## config.mk

```make
export PLATFORM = sky130hd
export DESIGN_NAME = packed_yuv_to_rgb_stream
export DESIGN_NICKNAME = d
export VERILOG_FILES = /design/src/rtl/pyr_pkg.sv /design/src/rtl/pyr_front.sv /design/src/rtl/pyr_queue.sv /design/src/rtl/pyr_back.sv /design/src/rtl/packed_yuv_to_rgb_stream.sv
export SDC_FILE = /design/constraint.sdc
export NUM_CORES = 1
export LEC_CHECK = 0
export BUFFER_PORTS_ARGS = -buffer_cell sky130_fd_sc_hd__buf_2
export CORE_MARGIN = 2
export CORE_UTILIZATION = 37
export CTS_CLUSTER_DIAMETER = 40
export CTS_CLUSTER_SIZE = 14
export DETAILED_ROUTE_END_ITERATION = 16
export PLACE_DENSITY = 0.61
export SLEW_MARGIN = 20
export SYNTH_ARGS = -nofsm -noshare
export SYNTH_HDL_FRONTEND = slang
export SYNTH_SLANG_ARGS = --single-unit
```

## constraint.sdc

```tcl
create_clock -name i_clk -period 9 [get_ports i_clk]
set_clock_uncertainty 0.15 [all_clocks]
set_input_delay 0.9 -clock i_clk [delete_from_list [all_inputs] [get_ports i_clk]]
set_output_delay 0.9 -clock i_clk [all_outputs]
set_load 0.1 [all_outputs]
```

## src/rtl/pyr_pkg.sv

```systemverilog
// pyr_pkg: shared types, mode codes and constants for the packed yuv to rgb stream
// used by pyr_front, pyr_queue, pyr_back and packed_yuv_to_rgb_stream
`default_nettype none

package pyr_pkg;

    // default fraction bits of the conversion coefficients
    localparam int COEF_FRAC_BITS_DEF = 16;

    // coefficients in millionths
    localparam longint unsigned MICRO_KR  = 64'd1370705;
    localparam longint unsigned MICRO_KGV = 64'd698001;
    localparam longint unsigned MICRO_KGU = 64'd337633;
    localparam longint unsigned MICRO_KB  = 64'd1732446;

    // input_mode codes, code 3 behaves as mono8
    localparam logic [1:0] MODE_MONO8   = 2'd0;
    localparam logic [1:0] MODE_YUYV422 = 2'd1;
    localparam logic [1:0] MODE_YUYV411 = 2'd2;

    // register map
    localparam int         APB_ADDR_W     = 3;
    localparam int         APB_DATA_W     = 32;
    localparam logic [0:0] REG_INPUT_MODE = 1'b0;

    // group queue between front and back
    localparam int QUEUE_DEPTH = 4;
    localparam int QUEUE_PTR_W = 2;

    // input word
    typedef struct packed {
        logic [7:0] data_byte;
        logic       frame_end;
    } t_in;

    // output word
    typedef struct packed {
        logic [7:0] red;
        logic [7:0] green;
        logic [7:0] blue;
        logic       group_last;
    } t_out;

    // one finished group: up to four luma values sharing one chroma pair
    typedef struct packed {
        logic            mono;
        logic [1:0]      last_idx;
        logic [3:0][7:0] y;
        logic [7:0]      u;
        logic [7:0]      v;
    } t_job;

endpackage

`default_nettype wire

```

## src/rtl/pyr_front.sv

```systemverilog
// pyr_front: accepts packed bytes, tracks the group position and holds group bytes
// builds one t_job per finished group; depends on pyr_pkg
`default_nettype none

module pyr_front
    import pyr_pkg::*;
(
    input  wire logic       i_clk,
    input  wire logic       i_rst_n,
    input  wire logic [1:0] i_mode,
    input  wire logic       i_valid,
    output logic            o_stall,
    input  wire t_in        i_data,
    output logic            o_push,
    output t_job            o_job,
    input  wire logic       i_full
);

    logic [2:0]      r_pos;
    logic [2:0]      n_pos;
    logic [4:0][7:0] r_held;
    logic            accept;
    logic            is_mono;
    logic [2:0]      last_pos;
    logic [2:0]      pos_eff;
    logic            group_done;

    assign o_stall = i_full;
    assign accept  = i_valid && !i_full;

    // group length from mode
    always_comb begin
        case (i_mode)
            MODE_YUYV422: begin
                is_mono  = 1'b0;
                last_pos = 3'd3;
            end
            MODE_YUYV411: begin
                is_mono  = 1'b0;
                last_pos = 3'd5;
            end
            default: begin
                is_mono  = 1'b1;
                last_pos = 3'd0;
            end
        endcase
    end

    // a stale position after a mode change restarts the group
    assign pos_eff    = (r_pos > last_pos) ? 3'd0 : r_pos;
    assign group_done = is_mono || (pos_eff == last_pos);

    // job assembly
    always_comb begin
        o_job      = '0;
        o_job.mono = is_mono;
        if (is_mono) begin
            o_job.last_idx = 2'd0;
            o_job.y[0]     = i_data.data_byte;
        end else if (i_mode == MODE_YUYV422) begin
            o_job.last_idx = 2'd1;
            o_job.y[0]     = r_held[0];
            o_job.y[1]     = r_held[2];
            o_job.u        = r_held[1];
            o_job.v        = i_data.data_byte;
        end else begin
            o_job.last_idx = 2'd3;
            o_job.y[0]     = r_held[1];
            o_job.y[1]     = r_held[2];
            o_job.y[2]     = r_held[4];
            o_job.y[3]     = i_data.data_byte;
            o_job.u        = r_held[0];
            o_job.v        = r_held[3];
        end
    end

    assign o_push = accept && group_done;

    // next group position
    always_comb begin
        n_pos = r_pos;
        if (accept) begin
            if (group_done || i_data.frame_end) begin
                n_pos = 3'd0;
            end else begin
                n_pos = pos_eff + 3'd1;
            end
        end
    end

    always_ff @(posedge i_clk) begin
        if (!i_rst_n) begin
            r_pos <= 3'd0;
        end else begin
            r_pos <= n_pos;
        end
    end

    // held bytes, written before read within a group
    always_ff @(posedge i_clk) begin
        if (accept && !group_done) begin
            for (int k = 0; k < 5; k++) begin
                if (pos_eff == 3'(k)) begin
                    r_held[k] <= i_data.data_byte;
                end
            end
        end
    end

endmodule

`default_nettype wire

```

## src/rtl/pyr_queue.sv

```systemverilog
// pyr_queue: short queue of finished groups between front and back
// depends on pyr_pkg for t_job and the queue depth
`default_nettype none

module pyr_queue
    import pyr_pkg::*;
(
    input  wire logic i_clk,
    input  wire logic i_rst_n,
    input  wire logic i_push,
    input  wire t_job i_job,
    output logic      o_full,
    input  wire logic i_pop,
    output t_job      o_head,
    output logic      o_empty
);

    t_job                   r_mem [QUEUE_DEPTH];
    logic [QUEUE_PTR_W-1:0] r_wr;
    logic [QUEUE_PTR_W-1:0] r_rd;
    logic [QUEUE_PTR_W:0]   r_count;

    assign o_full  = (r_count == (QUEUE_PTR_W+1)'(QUEUE_DEPTH));
    assign o_empty = (r_count == '0);
    assign o_head  = r_mem[r_rd];

    // pointers and fill count
    always_ff @(posedge i_clk) begin
        if (!i_rst_n) begin
            r_wr    <= '0;
            r_rd    <= '0;
            r_count <= '0;
        end else begin
            if (i_push) begin
                r_wr <= r_wr + 1'b1;
            end
            if (i_pop) begin
                r_rd <= r_rd + 1'b1;
            end
            case ({i_push, i_pop})
                2'b10:   r_count <= r_count + 1'b1;
                2'b01:   r_count <= r_count - 1'b1;
                default: r_count <= r_count;
            endcase
        end
    end

    // storage
    always_ff @(posedge i_clk) begin
        if (i_push) begin
            r_mem[r_wr] <= i_job;
        end
    end

    a_no_push_full: assert property (@(posedge i_clk) disable iff (!i_rst_n)
        i_push |-> !o_full)
        else $error("group pushed into full queue");

    a_no_pop_empty: assert property (@(posedge i_clk) disable iff (!i_rst_n)
        i_pop |-> !o_empty)
        else $error("group popped from empty queue");

    a_count_range: assert property (@(posedge i_clk) disable iff (!i_rst_n)
        r_count <= (QUEUE_PTR_W+1)'(QUEUE_DEPTH))
        else $error("queue fill count beyond depth");

endmodule

`default_nettype wire

```

## src/rtl/pyr_back.sv

```systemverilog
// pyr_back: walks the pixels of each queued group through a three stage converter
// stage one multiplies, stage two sums and clamps, stage three scales converted pixels; uses pyr_pkg
`default_nettype none

module pyr_back
    import pyr_pkg::*;
#(
    parameter int COEF_FRAC_BITS = COEF_FRAC_BITS_DEF
) (
    input  wire logic i_clk,
    input  wire logic i_rst_n,
    input  wire logic i_empty,
    input  wire t_job i_job,
    output logic      o_pop,
    output logic      o_valid,
    input  wire logic i_stall,
    output t_out      o_data
);

    localparam int F  = COEF_FRAC_BITS;
    localparam int SW = F + 11;

    localparam logic [F:0] KR  = (F+1)'(((MICRO_KR  << F) + 64'd500000) / 64'd1000000);
    localparam logic [F:0] KGV = (F+1)'(((MICRO_KGV << F) + 64'd500000) / 64'd1000000);
    localparam logic [F:0] KGU = (F+1)'(((MICRO_KGU << F) + 64'd500000) / 64'd1000000);
    localparam logic [F:0] KB  = (F+1)'(((MICRO_KB  << F) + 64'd500000) / 64'd1000000);

    // clamp a fixed point sum to 0..255, truncating the fraction
    function automatic logic [7:0] clamp_ch(input logic signed [SW-1:0] s);
        logic [7:0] c;
        if (s[SW-1]) begin
            c = 8'd0;
        end else if (s[F+9:F+8] != 2'b00) begin
            c = 8'd255;
        end else begin
            c = s[F+7:F];
        end
        return c;
    endfunction

    // floor(c * 220 / 256)
    function automatic logic [7:0] scale_ch(input logic [7:0] c);
        logic [15:0] p;
        p = 16'(c) * 16'd220;
        return p[15:8];
    endfunction

    logic        out_adv;
    logic        s2_adv;
    logic        s1_adv;
    logic        issue;
    logic [1:0]  r_idx;
    logic [7:0]  y_sel;
    logic signed [8:0] d;
    logic signed [8:0] e;

    logic              r_s1_valid;
    logic              r_s1_mono;
    logic              r_s1_last;
    logic [7:0]        r_s1_y;
    logic signed [SW-1:0] r_s1_pr;
    logic signed [SW-1:0] r_s1_pgv;
    logic signed [SW-1:0] r_s1_pgu;
    logic signed [SW-1:0] r_s1_pb;

    logic              r_s2_valid;
    logic              r_s2_mono;
    logic              r_s2_last;
    logic [7:0]        r_s2_r;
    logic [7:0]        r_s2_g;
    logic [7:0]        r_s2_b;

    logic              r_out_valid;
    t_out              r_out;

    logic signed [SW-1:0] ys;
    logic signed [SW-1:0] sum_r;
    logic signed [SW-1:0] sum_g;
    logic signed [SW-1:0] sum_b;

    // pipeline advance, one pixel per cycle when nothing stalls
    assign out_adv = !r_out_valid || !i_stall;
    assign s2_adv  = !r_s2_valid || out_adv;
    assign s1_adv  = !r_s1_valid || s2_adv;
    assign issue   = !i_empty && s1_adv;
    assign o_pop   = issue && (r_idx == i_job.last_idx);

    // pixel selection within the head group
    assign y_sel = i_job.y[r_idx];
    assign d     = $signed({1'b0, i_job.v}) - 9'sd128;
    assign e     = $signed({1'b0, i_job.u}) - 9'sd128;

    always_ff @(posedge i_clk) begin
        if (!i_rst_n) begin
            r_idx <= 2'd0;
        end else if (issue) begin
            r_idx <= o_pop ? 2'd0 : r_idx + 2'd1;
        end
    end

    // stage one: coefficient products
    always_ff @(posedge i_clk) begin
        if (!i_rst_n) begin
            r_s1_valid <= 1'b0;
        end else if (s1_adv) begin
            r_s1_valid <= issue;
        end
    end

    always_ff @(posedge i_clk) begin
        if (issue) begin
            r_s1_mono <= i_job.mono;
            r_s1_last <= (r_idx == i_job.last_idx);
            r_s1_y    <= y_sel;
            r_s1_pr   <= SW'($signed({1'b0, KR}))  * SW'(d);
            r_s1_pgv  <= SW'($signed({1'b0, KGV})) * SW'(d);
            r_s1_pgu  <= SW'($signed({1'b0, KGU})) * SW'(e);
            r_s1_pb   <= SW'($signed({1'b0, KB}))  * SW'(e);
        end
    end

    // stage two: sums, truncation and clamp
    assign ys    = $signed({3'b000, r_s1_y, {F{1'b0}}});
    assign sum_r = ys + r_s1_pr;
    assign sum_g = ys - r_s1_pgv - r_s1_pgu;
    assign sum_b = ys + r_s1_pb;

    always_ff @(posedge i_clk) begin
        if (!i_rst_n) begin
            r_s2_valid <= 1'b0;
        end else if (s2_adv) begin
            r_s2_valid <= r_s1_valid;
        end
    end

    always_ff @(posedge i_clk) begin
        if (s2_adv && r_s1_valid) begin
            r_s2_mono <= r_s1_mono;
            r_s2_last <= r_s1_last;
            if (r_s1_mono) begin
                r_s2_r <= r_s1_y;
                r_s2_g <= r_s1_y;
                r_s2_b <= r_s1_y;
            end else begin
                r_s2_r <= clamp_ch(sum_r);
                r_s2_g <= clamp_ch(sum_g);
                r_s2_b <= clamp_ch(sum_b);
            end
        end
    end

    // stage three: output register with scaling for converted pixels
    always_ff @(posedge i_clk) begin
        if (!i_rst_n) begin
            r_out_valid <= 1'b0;
        end else if (out_adv) begin
            r_out_valid <= r_s2_valid;
        end
    end

    always_ff @(posedge i_clk) begin
        if (out_adv && r_s2_valid) begin
            r_out.group_last <= r_s2_last;
            if (r_s2_mono) begin
                r_out.red   <= r_s2_r;
                r_out.green <= r_s2_g;
                r_out.blue  <= r_s2_b;
            end else begin
                r_out.red   <= scale_ch(r_s2_r);
                r_out.green <= scale_ch(r_s2_g);
                r_out.blue  <= scale_ch(r_s2_b);
            end
        end
    end

    assign o_valid = r_out_valid;
    assign o_data  = r_out;

    a_idx_in_group: assert property (@(posedge i_clk) disable iff (!i_rst_n)
        !i_empty |-> (r_idx <= i_job.last_idx))
        else $error("pixel index beyond head group");

    a_mono_last: assert property (@(posedge i_clk) disable iff (!i_rst_n)
        (r_s1_valid && r_s1_mono) |-> r_s1_last)
        else $error("mono pixel without group_last");

    a_pop_issues: assert property (@(posedge i_clk) disable iff (!i_rst_n)
        o_pop |=> r_s1_valid && r_s1_last)
        else $error("group popped without issuing its last pixel");

endmodule

`default_nettype wire

```

## src/rtl/packed_yuv_to_rgb_stream.sv

```systemverilog
// packed_yuv_to_rgb_stream: top level, holds the input_mode register on an apb-style port
// instantiates pyr_front, pyr_queue and pyr_back; depends on pyr_pkg
//
// Usage
//   Input channel i_valid / o_stall / i_data carries one packed frame byte per word
//   with a frame_end flag on the last byte of a frame. Output channel
//   o_valid / i_stall / o_data carries one rgb pixel per word, group_last set on
//   the last pixel of each group.
//   input_mode selects mono8, yuyv422 or yuyv411 (reset: yuyv422); write it only
//   while the block is idle.
//   One byte is accepted per cycle while the group queue has room. The back end
//   converts one pixel per cycle while the output does not stall, so mono8 runs
//   at one byte per cycle, yuyv422 at two pixels per four bytes and yuyv411 at
//   four pixels per six bytes. A group's pixels pass through the group queue and
//   the stage one, stage two and output registers once its last byte is accepted.
//   A stall on the output holds the three-stage converter; the four-entry group
//   queue then fills and o_stall rises, so no byte or pixel is lost.
//   Reset clears the group position, queue and pipeline valid flags.
`default_nettype none

module packed_yuv_to_rgb_stream
    import pyr_pkg::*;
#(
    parameter int COEF_FRAC_BITS = COEF_FRAC_BITS_DEF
) (
    input  wire logic                  i_clk,
    input  wire logic                  i_rst_n,
    input  wire logic                  i_valid,
    output logic                       o_stall,
    input  wire t_in                   i_data,
    output logic                       o_valid,
    input  wire logic                  i_stall,
    output t_out                       o_data,
    input  wire logic                  psel,
    input  wire logic                  penable,
    input  wire logic                  pwrite,
    input  wire logic [APB_ADDR_W-1:0] paddr,
    input  wire logic [APB_DATA_W-1:0] pwdata,
    output logic [APB_DATA_W-1:0]      prdata,
    output logic                       pready
);

    logic [1:0] r_mode;
    logic       cfg_wr;
    logic       push;
    logic       pop;
    logic       full;
    logic       empty;
    t_job       push_job;
    t_job       head_job;

    // configuration register
    assign pready = 1'b1;
    assign cfg_wr = psel && penable && pwrite && pready
                    && (paddr[APB_ADDR_W-1:2] == REG_INPUT_MODE);

    always_ff @(posedge i_clk) begin
        if (!i_rst_n) begin
            r_mode <= MODE_YUYV422;
        end else if (cfg_wr) begin
            r_mode <= pwdata[1:0];
        end
    end

    always_comb begin
        prdata = '0;
        if (paddr[APB_ADDR_W-1:2] == REG_INPUT_MODE) begin
            prdata[1:0] = r_mode;
        end
    end

    // byte intake and grouping
    pyr_front u_front (
        .i_clk   (i_clk),
        .i_rst_n (i_rst_n),
        .i_mode  (r_mode),
        .i_valid (i_valid),
        .o_stall (o_stall),
        .i_data  (i_data),
        .o_push  (push),
        .o_job   (push_job),
        .i_full  (full)
    );

    // group queue
    pyr_queue u_queue (
        .i_clk   (i_clk),
        .i_rst_n (i_rst_n),
        .i_push  (push),
        .i_job   (push_job),
        .o_full  (full),
        .i_pop   (pop),
        .o_head  (head_job),
        .o_empty (empty)
    );

    // pixel conversion
    pyr_back #(
        .COEF_FRAC_BITS (COEF_FRAC_BITS)
    ) u_back (
        .i_clk   (i_clk),
        .i_rst_n (i_rst_n),
        .i_empty (empty),
        .i_job   (head_job),
        .o_pop   (pop),
        .o_valid (o_valid),
        .i_stall (i_stall),
        .o_data  (o_data)
    );

endmodule

`default_nettype wire
```

==> reports/results.ini <==
[status]
status = completed

[synth]
synth-simple-area-share_pct = 5.56
yosysTopAreaCell = edfxtp_1
synth_top_family_by_area = adder cells
ys.flop_type = edfxtp_1
synthAdderAreaFrac_pct = 30.5
yosysSeqAreaShare_pct = 41.6
synth_edf_count = 374
synth_area_leaders = edfxtp_1, ha_1, fa_1
synthTopCellsByCount = inv_1, ha_1, edfxtp_1
async_flop_share_pct = 0
synth_compound_gate_area_share_pct = 6.37
ys_ff_latch = 393
synth-xor-area-share_pct = 3.26
synth_top_area_share_pct = 40.2
ys_types = 64
synth.area.mux_share_pct = 5.84
syn_area_um2 = 27900
syn_inst = 2242
synth.avg_cell_area_um2 = 12.5
synth_most_common_cell = inv_1
synth_warnings = 0

[setup_path]
startpoint_type = flop
cp.required_ns = 9.16
slowest_stage = dfxtp_4
path_cells = mux4_2 > clkinv_1 > ha_1 > inv_1 > ha_1 > inv_1 > fa_1 > fa_1 > fa_1 > inv_1 > ha_1 > a21oi_1 > o21bai_1 > a21oi_1 > o21a_1 > o31ai_1 > nor4_1 > o41ai_1 > a21oi_1 > xnor2_1
critPathArrivalTime_ns = 7.05
critical_path_class = flop to flop
cp-end-kind = flop
crit_path_max_fanout = 19
cpPeakStageDelay_ns = 0.60

[clock_tree]
clk_pin_slew_worst_paths_ns = 0.06
clockRootBuffer = clkbuf_16
clk_path_buf_depth = 3
cts-buffers-inserted = 49
cts_resized = 0
worst_skew_pair.late_latency_ns = 0.59
cts_setup_buffers = 0
ctsHtreeMaxLevel = 2
numClockSinks = 393
cts_tree = built
hold_buffers = 0

[timing]
hold_viol_final = 0
rsz0062_at_grt = false
layout_min_cycle_time_ns = 6.89
max_slew_margin_pct = 28.6
post-route-period-util_pct = 76.6
tns_ns = 0
layout_setup_ws_ns = 2.11
fmax_ghz = 0.145
tightest_slew_ns = 1.07
setup_violations = 0
slew_violations = 0

[cells_and_area]
area_growth_pct = 10.4
antenna_cells = 0
post-route-util_pct = 41.3
nets = 2941
drive_above_1_share_pct = 9.23

[detailed_routing]
drt-initial-drc-count = 671
firstDrtPassIters = 5
drc = 0
vias = 16200
ant_nets = 0
vias_per_cell = 4.89
wl_mm = 53.9
routedWlPerCell_um = 16.2

[floorplan]
rows = 100
die_x_um = 279
start_util_pct = 37.4
coreArea_um2 = 74600
ios = 111
fp.dieH_um = 279
die-area_um2 = 77700

[flow_run]
drv_cap = 0

[grt]
grt_max_degree = 79
antenna_found_initial = 0
grt_pass1_vias = 17100
grt_overflow = 0
grt_pass1_wl_mm = 89.0
track_usage_pct = 14.3

[pwr]
ir_drop_mv = 0.134
power_density_nw_per_um2 = 163
cellLeakagePower_nw = 13.4

[place]
gp_congestion = 0.892
port_buffers = 47
hpwlAfterDp_mm = 40.3
dp_slack_ns = 2.11

[hold_path]
hold_class = flop to flop

[through the flow]
stage          hold slack, ns  std cells  total power, mW  instance area, um2
2_1_floorplan           0.250       2271             2.93               28000
3_3_place_gp            0.257       3234             3.12               29200
3_5_place_dp            0.257       3234             3.14               29200
4_1_cts                 0.272       3320             5.08               30800
5_1_grt                 0.281       3320             5.30               30800
6_report                0.268       3320             5.02               30800
[flip-flops by register name (all words and copies together) (netlist names), 3 cells and up, named ones only]
signal,count
u_back.r_s1_pgu,25
u_back.r_s1_y,8
u_back.r_s1_pgv,20
u_back.r_s2_g,8
u_back.o_data,25
u_front.r_pos,3
u_queue.r_count,3
u_queue.r_mem,204
u_back.r_s2_b,8
u_front.r_held,40
u_back.r_s1_pb,11
u_back.r_s2_r,8
u_back.r_s1_pr,13
[final cells by class]
class / instances / area (um2)
fillers: 6916 / 43700
multi-input cells: 1400 / 14500
flip-flops and latches: 393 / 11600
inverters: 415 / 1560
clock buffers: 52 / 1240
well taps: 969 / 1210
clock inverters: 34 / 367
repair buffers: 57 / 310
[worst paths after layout]
path                                  startpoint                  end  slack, ns  cells past startpoint
worst max-delay path                        flop  u_back.r_s1_pgv[25]       2.11                     20
worst min-delay path            u_back.r_s2_last     u_back.o_data[0]       0.27                      0
worst max register to register              flop  u_back.r_s1_pgv[25]       2.11                     20
worst min register to register  u_back.r_s2_last     u_back.o_data[0]       0.27                      0
[logic make-up (layout without fill, tap and decap cells)]
logic type,Yosys count,in the layout
fa+ha+maj,574,574
flops,393,393
mux,89,89
compound gates,281,281
simple gates,321,321
other cells,2,31
buf+inv,478,558
xor+xnor,104,104
[worst max-delay path: cells and delay by family, from the launching register on]
kind | cells | cell delay, ns
buffers and inverters | 4 | 0.85
AOI/OAI and AO/OA | 7 | 1.64
adders and majority gates | 6 | 2.52
and+or+nand+nor | 1 | 0.10
xor gates and xnor gates | 1 | 0.14
DFF | 1 | 0.60
muxes | 1 | 0.58
[routing by layer]
layer / share of wire (%) / track usage [%] / up-vias
li1: - / - / 7866
met1: 44 / 18.4 / 8081
met2: 51 / 25.3 / 237
met3: 3.6 / 2.14 / 57
met4: 1.5 / 3.16 / 0
met5: 0 / 0 / -
[power by group]
group	leakage, nW	switching (mW)	internal, mW
Combinational	9.09	0.596	0.416
Sequential	3.54	0.0171	2.07
Clock	0.770	0.771	1.15
Total	13.4	1.38	3.64
[placed cells by master (no fill, tap or decap), types with 5 or more instances in the layout]
| cell | Yosys | routed |
|---|---|---|
| mux4_2 | 59 | 59 |
| conb_1 | 2 | 31 |
| nand2_1 | 78 | 78 |
| nand3_1 | 7 | 7 |
| xor2_1 | 31 | 31 |
| dfxtp_1 | 19 | 17 |
| a21o_1 | 14 | 14 |
| clkinvlp_4 | 0 | 5 |
| a22oi_1 | 8 | 8 |
| clkinv_2 | 0 | 7 |
| nor4_1 | 7 | 7 |
| or2_2 | 9 | 9 |
| nand2b_1 | 13 | 13 |
| nor2b_1 | 27 | 26 |
| a21oi_1 | 75 | 75 |
| and2_1 | 33 | 29 |
| nor3_1 | 19 | 19 |
| edfxtp_1 | 374 | 374 |
| inv_1 | 413 | 412 |
| and3_1 | 14 | 14 |
| a211oi_1 | 6 | 6 |
| buf_2 | 2 | 47 |
| a21boi_0 | 12 | 11 |
| o21a_1 | 17 | 17 |
| mux2i_1 | 28 | 28 |
| clkinv_1 | 2 | 10 |
| o21ai_0 | 86 | 86 |
| nor2_1 | 97 | 97 |
| o21bai_1 | 12 | 12 |
| o31ai_1 | 10 | 10 |
| bufinv_16 | 0 | 5 |
| clkbuf_16 | 0 | 49 |
| o211ai_1 | 8 | 8 |
| or3_1 | 5 | 5 |
| buf_4 | 31 | 10 |
| xnor2_1 | 73 | 73 |
| inv_6 | 0 | 6 |
| ha_1 | 397 | 397 |
| fa_1 | 177 | 177 |
(Power assumes the default switching activity.)
